[src/design/dssm_pkg.sv]
package dssm_pkg;

  // Command codes
  typedef enum logic [1:0] {
    CMD_PUSH_A = 2'd0,
    CMD_PUSH_B = 2'd1,
    CMD_POP_A  = 2'd2,
    CMD_POP_B  = 2'd3
  } cmd_t;

  // Status codes
  typedef enum logic [1:0] {
    ST_OK        = 2'd0,
    ST_OVERFLOW  = 2'd1,
    ST_UNDERFLOW = 2'd2
  } status_t;

  // Control sequencer
  typedef enum logic [0:0] {
    S_IDLE = 1'b0,
    S_POP  = 1'b1
  } state_t;

  localparam int DATA_W = 32;

  typedef logic signed [DATA_W-1:0] word_t;

  localparam word_t INT_MIN = {1'b1, {(DATA_W-1){1'b0}}};

endpackage

[src/design/dual_stack_shared_memory_with_min.sv]
// Push, and a pop from an empty stack: result registered at the accepting edge,
// next transaction accepted in the following cycle unless out_ready stalls the result.
// Successful pop: result taken from the registered read of the shared memory, and no
// new command is accepted meanwhile (the min memory is read in parallel in the same cycle).
// Reset (rst, synchronous): stack counts and min count cleared, output empty;
// the memories are not cleared, entries are only read after being written.
module dual_stack_shared_memory_with_min #(
  parameter int DEPTH = 16
) (
  input  logic                clk,
  input  logic                rst,
  input  logic                in_valid,
  output logic                in_ready,
  input  logic [1:0]          command,
  input  logic signed [31:0]  push_value,
  output logic                out_valid,
  input  logic                out_ready,
  output logic signed [31:0]  pop_data,
  output logic [1:0]          status,
  output logic signed [31:0]  min_value,
  output logic                min_valid
);

  localparam int AW = (DEPTH > 1) ? $clog2(DEPTH) : 1;
  localparam int CW = $clog2(DEPTH + 1);
  localparam logic [CW-1:0] DEPTH_C = CW'(DEPTH);
  localparam logic [CW-1:0] ONE_C   = CW'(1);
  localparam logic [CW-1:0] TWO_C   = CW'(2);

  // Control state
  dssm_pkg::state_t state, state_next;
  logic [CW-1:0]    cnt_a, cnt_a_next;
  logic [CW-1:0]    cnt_b, cnt_b_next;
  logic [CW-1:0]    min_cnt, min_cnt_next;
  dssm_pkg::word_t  min_top, min_top_next;
  logic             pend_a, pend_a_next;
  logic             out_valid_next;

  // Memory ports
  logic            s_we, m_we;
  logic [CW-1:0]   s_waddr_w, s_raddr_w, m_raddr_w;
  dssm_pkg::word_t s_rdata, m_rdata;

  // Result assembly
  logic               produce;
  dssm_pkg::word_t    res_data;
  dssm_pkg::status_t  res_status;
  dssm_pkg::cmd_t     cmd;
  logic               accept;
  logic               full;
  logic               min_take;
  logic               pop_ok;

  assign cmd    = dssm_pkg::cmd_t'(command);
  assign accept = in_valid && in_ready;
  assign full   = ({1'b0, cnt_a} + {1'b0, cnt_b}) >= {1'b0, DEPTH_C};
  assign min_take = (min_cnt == '0) || (push_value <= min_top);
  assign pop_ok = ((cmd == dssm_pkg::CMD_POP_A) && (cnt_a != '0)) ||
                  ((cmd == dssm_pkg::CMD_POP_B) && (cnt_b != '0));

  // Memory addresses
  always_comb begin
    if (cmd == dssm_pkg::CMD_PUSH_A) begin
      s_waddr_w = cnt_a;
    end else begin
      s_waddr_w = DEPTH_C - ONE_C - cnt_b;
    end
    if (cmd == dssm_pkg::CMD_POP_A) begin
      s_raddr_w = cnt_a - ONE_C;
    end else begin
      s_raddr_w = DEPTH_C - cnt_b;
    end
    m_raddr_w = min_cnt - TWO_C;
  end

  dssm_ram #(.DEPTH(DEPTH), .WIDTH(dssm_pkg::DATA_W), .AW(AW)) u_shared (
    .clk   (clk),
    .we    (s_we),
    .waddr (s_waddr_w[AW-1:0]),
    .wdata (push_value),
    .raddr (s_raddr_w[AW-1:0]),
    .rdata (s_rdata)
  );

  dssm_ram #(.DEPTH(DEPTH), .WIDTH(dssm_pkg::DATA_W), .AW(AW)) u_min (
    .clk   (clk),
    .we    (m_we),
    .waddr (min_cnt[AW-1:0]),
    .wdata (push_value),
    .raddr (m_raddr_w[AW-1:0]),
    .rdata (m_rdata)
  );

  // Next state
  always_comb begin
    state_next = state;
    case (state)
      dssm_pkg::S_IDLE: begin
        if (accept && pop_ok) begin
          state_next = dssm_pkg::S_POP;
        end
      end
      dssm_pkg::S_POP: state_next = dssm_pkg::S_IDLE;
      default: state_next = dssm_pkg::S_IDLE;
    endcase
  end

  // Handshake outputs
  always_comb begin
    case (state)
      dssm_pkg::S_IDLE: in_ready = !out_valid || out_ready;
      default:          in_ready = 1'b0;
    endcase
  end

  // Datapath: counts, memory writes, result
  always_comb begin
    cnt_a_next   = cnt_a;
    cnt_b_next   = cnt_b;
    min_cnt_next = min_cnt;
    min_top_next = min_top;
    pend_a_next  = pend_a;
    s_we         = 1'b0;
    m_we         = 1'b0;
    produce      = 1'b0;
    res_data     = '0;
    res_status   = dssm_pkg::ST_OK;
    if (state == dssm_pkg::S_IDLE && accept) begin
      case (cmd)
        dssm_pkg::CMD_PUSH_A: begin
          produce = 1'b1;
          if (full) begin
            res_status = dssm_pkg::ST_OVERFLOW;
          end else begin
            s_we       = 1'b1;
            cnt_a_next = cnt_a + ONE_C;
            if (min_take && (min_cnt < DEPTH_C)) begin
              m_we         = 1'b1;
              min_cnt_next = min_cnt + ONE_C;
              min_top_next = push_value;
            end
          end
        end
        dssm_pkg::CMD_PUSH_B: begin
          produce = 1'b1;
          if (full) begin
            res_status = dssm_pkg::ST_OVERFLOW;
          end else begin
            s_we       = 1'b1;
            cnt_b_next = cnt_b + ONE_C;
          end
        end
        dssm_pkg::CMD_POP_A: begin
          if (cnt_a == '0) begin
            produce    = 1'b1;
            res_status = dssm_pkg::ST_UNDERFLOW;
            res_data   = dssm_pkg::INT_MIN;
          end else begin
            cnt_a_next  = cnt_a - ONE_C;
            pend_a_next = 1'b1;
          end
        end
        default: begin
          if (cnt_b == '0) begin
            produce    = 1'b1;
            res_status = dssm_pkg::ST_UNDERFLOW;
            res_data   = dssm_pkg::INT_MIN;
          end else begin
            cnt_b_next  = cnt_b - ONE_C;
            pend_a_next = 1'b0;
          end
        end
      endcase
    end else if (state == dssm_pkg::S_POP) begin
      // read data from the accepting edge is now available
      produce  = 1'b1;
      res_data = s_rdata;
      if (pend_a && (min_cnt != '0) && (s_rdata == min_top)) begin
        min_cnt_next = min_cnt - ONE_C;
        min_top_next = m_rdata;
      end
    end
  end

  assign out_valid_next = produce || (out_valid && !out_ready);

  // Registers
  always_ff @(posedge clk) begin
    if (rst) begin
      state     <= dssm_pkg::S_IDLE;
      cnt_a     <= '0;
      cnt_b     <= '0;
      min_cnt   <= '0;
      out_valid <= 1'b0;
    end else begin
      state     <= state_next;
      cnt_a     <= cnt_a_next;
      cnt_b     <= cnt_b_next;
      min_cnt   <= min_cnt_next;
      out_valid <= out_valid_next;
    end
  end

  // Payload registers
  always_ff @(posedge clk) begin
    min_top <= min_top_next;
    pend_a  <= pend_a_next;
    if (produce) begin
      pop_data  <= res_data;
      status    <= res_status;
      min_valid <= (min_cnt_next != '0);
      min_value <= (min_cnt_next != '0) ? min_top_next : dssm_pkg::INT_MIN;
    end
  end

endmodule

[src/design/dssm_ram.sv]
module dssm_ram #(
  parameter int DEPTH = 16,
  parameter int WIDTH = 32,
  parameter int AW    = $clog2(DEPTH)
) (
  input  logic             clk,
  input  logic             we,
  input  logic [AW-1:0]    waddr,
  input  logic [WIDTH-1:0] wdata,
  input  logic [AW-1:0]    raddr,
  output logic [WIDTH-1:0] rdata
);

  logic [WIDTH-1:0] mem [DEPTH];

  // One write port, one registered read port
  always_ff @(posedge clk) begin
    if (we) begin
      mem[waddr] <= wdata;
    end
    rdata <= mem[raddr];
  end

endmodule

[config.mk]
export PLATFORM = sky130hd
export DESIGN_NAME = dual_stack_shared_memory_with_min
export DESIGN_NICKNAME = d
export VERILOG_FILES = /design/src/design/dssm_pkg.sv /design/src/design/dual_stack_shared_memory_with_min.sv /design/src/design/dssm_ram.sv
export SDC_FILE = /design/constraint.sdc
export NUM_CORES = 1
export LEC_CHECK = 0
export BUFFER_PORTS_ARGS = -buffer_cell sky130_fd_sc_hd__buf_2
export CELL_PAD_IN_SITES_DETAIL_PLACEMENT = 1
export CELL_PAD_IN_SITES_GLOBAL_PLACEMENT = 1
export CORE_MARGIN = 3
export CORE_UTILIZATION = 35
export DETAILED_ROUTE_END_ITERATION = 16
export PLACE_DENSITY_LB_ADDON = 0.08
export SLEW_MARGIN = 20
export SYNTH_ARGS = -nofsm -noshare
export SYNTH_HDL_FRONTEND = slang
export SYNTH_SLANG_ARGS = --single-unit
[constraint.sdc]
create_clock -name clk -period 8.8 [get_ports clk]
set_input_delay 1.76 -clock clk [delete_from_list [all_inputs] [get_ports clk]]
set_output_delay 1.76 -clock clk [all_outputs]
set_load 0.005 [all_outputs]
==> run summary <==
vias in the first global route: 25100
Final Hold Violating Endpoints: 0
WHS Path Cells: 2
DRC errors left: 0
CTS tree: done
most numerous cell in the Yosys netlist: edfxtp_1
area leader, netlist: edfxtp_1
Mean Syn Cell Area: 20.4 sq um
Layout area overhead: 16.1%
Slew Limit Fails: 0
fraction of layout cells with a size suffix above 1: 0.271
CP Max Fanout: 34
Hold Crit Class: reg -> reg
drt first-iter violations: 1976
leakage: 0.0175 uW
number of I/O pins: 107
Worst EP arrival: 7.00 ns
Synth area leaders: edfxtp_1 (71%), mux4_2 (14%), dfxtp_1 (4.9%), ha_1 (1.4%), a21oi_1 (1.0%)
Synth top area share: 0.707
GR Overflow Total: 0
core area: 130000 sq um
async set-reset flop share out of synthesis: 0
hold buffers post-CTS: 0
worst-skew pair later-pin latency: 0.74 ns
hold path start: u_min.rdata[7]$_DFF_P_
sequential-to-total area share from yosys stat: 0.756
final wirelength: 132000 um
Worst VDD drop: 188 uV
Setup TNS: 0 ns
Synth Flop Type: edfxtp_1
outcome: completed
clk_skew: 0.0287 ns
Worst EP required: 9.27 ns
post-DR vias/cell: 5.30
CTS clk-pin slew, worst paths: 0.06 ns
Final ANT Viol Nets: 0
headroom to the max-slew limit: 0.250
Clock Path Buffers: 3
Syn Nets: 2360
type of the worst setup path: in -> reg
Root Driver: clkbuf_16
Reg2Reg Launch Point: min_top[9]$_DFF_P_
r2r setup slk: 3.31 ns
distinct cell type count after synthesis: 58
initial antenna violation count: 20
RSZ-0062 raised after global routing: no
Gate Count Post-Synth: 2270
total track usage: 0.196
Rows: 132
Worst Max-Slew Pin Slew: 1.13 ns
Final setup viols: 0
Hold Path End: min_top[7]$_DFF_P_
setup bufs post-CTS: 0
Sink Count: 1205
crit path time final: 6.53 ns
port bufs: 106
Cells after DPL: 4074
Syn. warnings: 0
Starting Density: 0.356
H-Tree Depth: 4
drt first pass iters: 4
non-filler cells in the finished layout: 4327
startpoint types: input pin
Setup crit end kind: register
gpl congestion: 0.851
fin nets: 2563
max-cap violations: 0
Num CTS Buffers: 135
pin count of the biggest net entering global routing: 97
final worst-path cycle share: 0.742
Yosys reg bits: 1205
wire length per cell: 30.6 um
routed vias: 22900
post-CTS resize count: 0
synthesized cell area: 46400 sq um
R2R cell count: 13
die height: 370 um
most frequent cells after synthesis: edfxtp_1 (1092), mux4_2 (288), dfxtp_1 (113)
first-pass GRT wire length: 189000 um
Chip Width: 370 um
area of the die: 137000 sq um
RR Endpoint: min_value[6]$_SDFFCE_PN0P_
EDFF count, synth: 1092
power per cell area: 254 nW/um^2
Max Clk Rate: 0.153 GHz
Post-DP HPWL: 79500 um
==> where the power goes <==
group	total, uW	internal [uW]	leakage (uW)	switching [uW]
clock network	5490	3230	0.00211	2260
logic	1460	549	0.00452	915
registers	6710	6460	0.0108	255
==> registers in the layout, indices dropped and copies added, names as in the netlist <==
register	count
status	2
state	1
u_shared.rdata	32
pop_data	32
min_valid	1
pend_a	1
cnt_b	5
u_shared.mem	512
min_top	32
min_cnt	5
u_min.rdata	32
cnt_a	5
min_value	32
u_min.mem	512
out_valid	1
==> per-stage QoR <==
stage	area [sq um]	hold WS, ns	setup WS [ns]	util	power [uW]
floorplan	46400	0.436	2.55	-	7560
global placement	49400	0.476	1.69	0.379	8310
detailed placement	49500	0.470	1.57	0.379	8320
CTS	53800	0.484	2.37	0.412	13900
global route	53800	0.507	1.95	0.413	14200
finish	53800	0.485	2.27	0.413	13700
==> placed cells by master, fill, tap and decap left out, types with 27 or more instances in the layout <==
cell type / n
inv_1: 48
buf_2: 106
and2_1: 33
clkbuf_16: 140
nand2_1: 87
a21oi_1: 90
clkbuf_1: 49
a22oi_1: 33
dfxtp_1: 111
nor2_1: 27
mux2i_1: 37
nor2b_1: 35
mux4_2: 288
buf_4: 54
a211oi_1: 34
xor2_1: 27
edfxtp_1: 1092
ha_1: 50
==> logic make-up (layout without fill, tap and decap cells) <==
| group | count (synthesis) | count (layout) | share of synthesized area |
|---|---|---|---|
| XOR/XNOR | 46 | 46 | 0.00868 |
| adder cells (fa/ha/maj) | 52 | 52 | 0.0142 |
| flip-flops | 1205 | 1205 | 0.756 |
| AO/OA/AOI/OAI | 201 | 201 | 0.0277 |
| multiplexers | 327 | 327 | 0.148 |
| other | 0 | 1 | 0 |
| buffers and inverters | 152 | 466 | 0.0134 |
| AND/OR/NAND/NOR | 287 | 287 | 0.0322 |
==> final cells by class <==
cell class / instances / area [sq um]
repair buffers: 170 / 1140
fillers: 12300 / 76600
multi-input cells: 913 / 11000
well taps: 1742 / 2180
clock buffers: 199 / 3820
clock inverters: 49 / 475
diodes: 1 / 2.50
inverters: 48 / 180
flip-flops and latches: 1205 / 35100
==> worst max-delay path, cell delays in order <==
cell and delay [ns]:
buf_2 0.47, ha_1 0.37, nand4_1 0.20, nor2_1 0.06, a221oi_1 0.66, a31oi_1 0.26
or3_1 0.38, a21oi_2 0.28, o21ba_2 0.84, a22oi_1 0.28, nor4_4 0.86, buf_4 0.42
a21oi_1 0.09
==> layer usage <==
| metal | global-route usage | vias to the layer above | part of all wire | wire, um |
|---|---|---|---|---|
| met5 | 0 | - | 0 | 0 |
| met4 | 0.0514 | 0 | 0.020 | 2700 |
| met2 | 0.316 | 587 | 0.48 | 63700 |
| li1 | - | 9692 | - | - |
| met3 | 0.0368 | 178 | 0.049 | 6440 |
| met1 | 0.274 | 12500 | 0.45 | 59700 |
==> worst max-delay path by stage <==
stage | startpoint | to | slack, ns | depth (start not counted)
floorplan | push_value[31] | u_min.mem[7][0]$_DFFE_PP_ | 2.55 | 10
global placement | push_value[11] | min_value[1]$_SDFFCE_PN0P_ | 1.69 | 13
detailed placement | push_value[11] | min_value[2]$_SDFFCE_PN0P_ | 1.57 | 13
CTS | push_value[11] | min_value[2]$_SDFFCE_PN0P_ | 2.37 | 13
global route | push_value[11] | min_value[2]$_SDFFCE_PN0P_ | 1.95 | 13
finish | push_value[11] | min_value[6]$_SDFFCE_PN0P_ | 2.27 | 13
No activity file was read; power rests on OpenSTA's default activity.
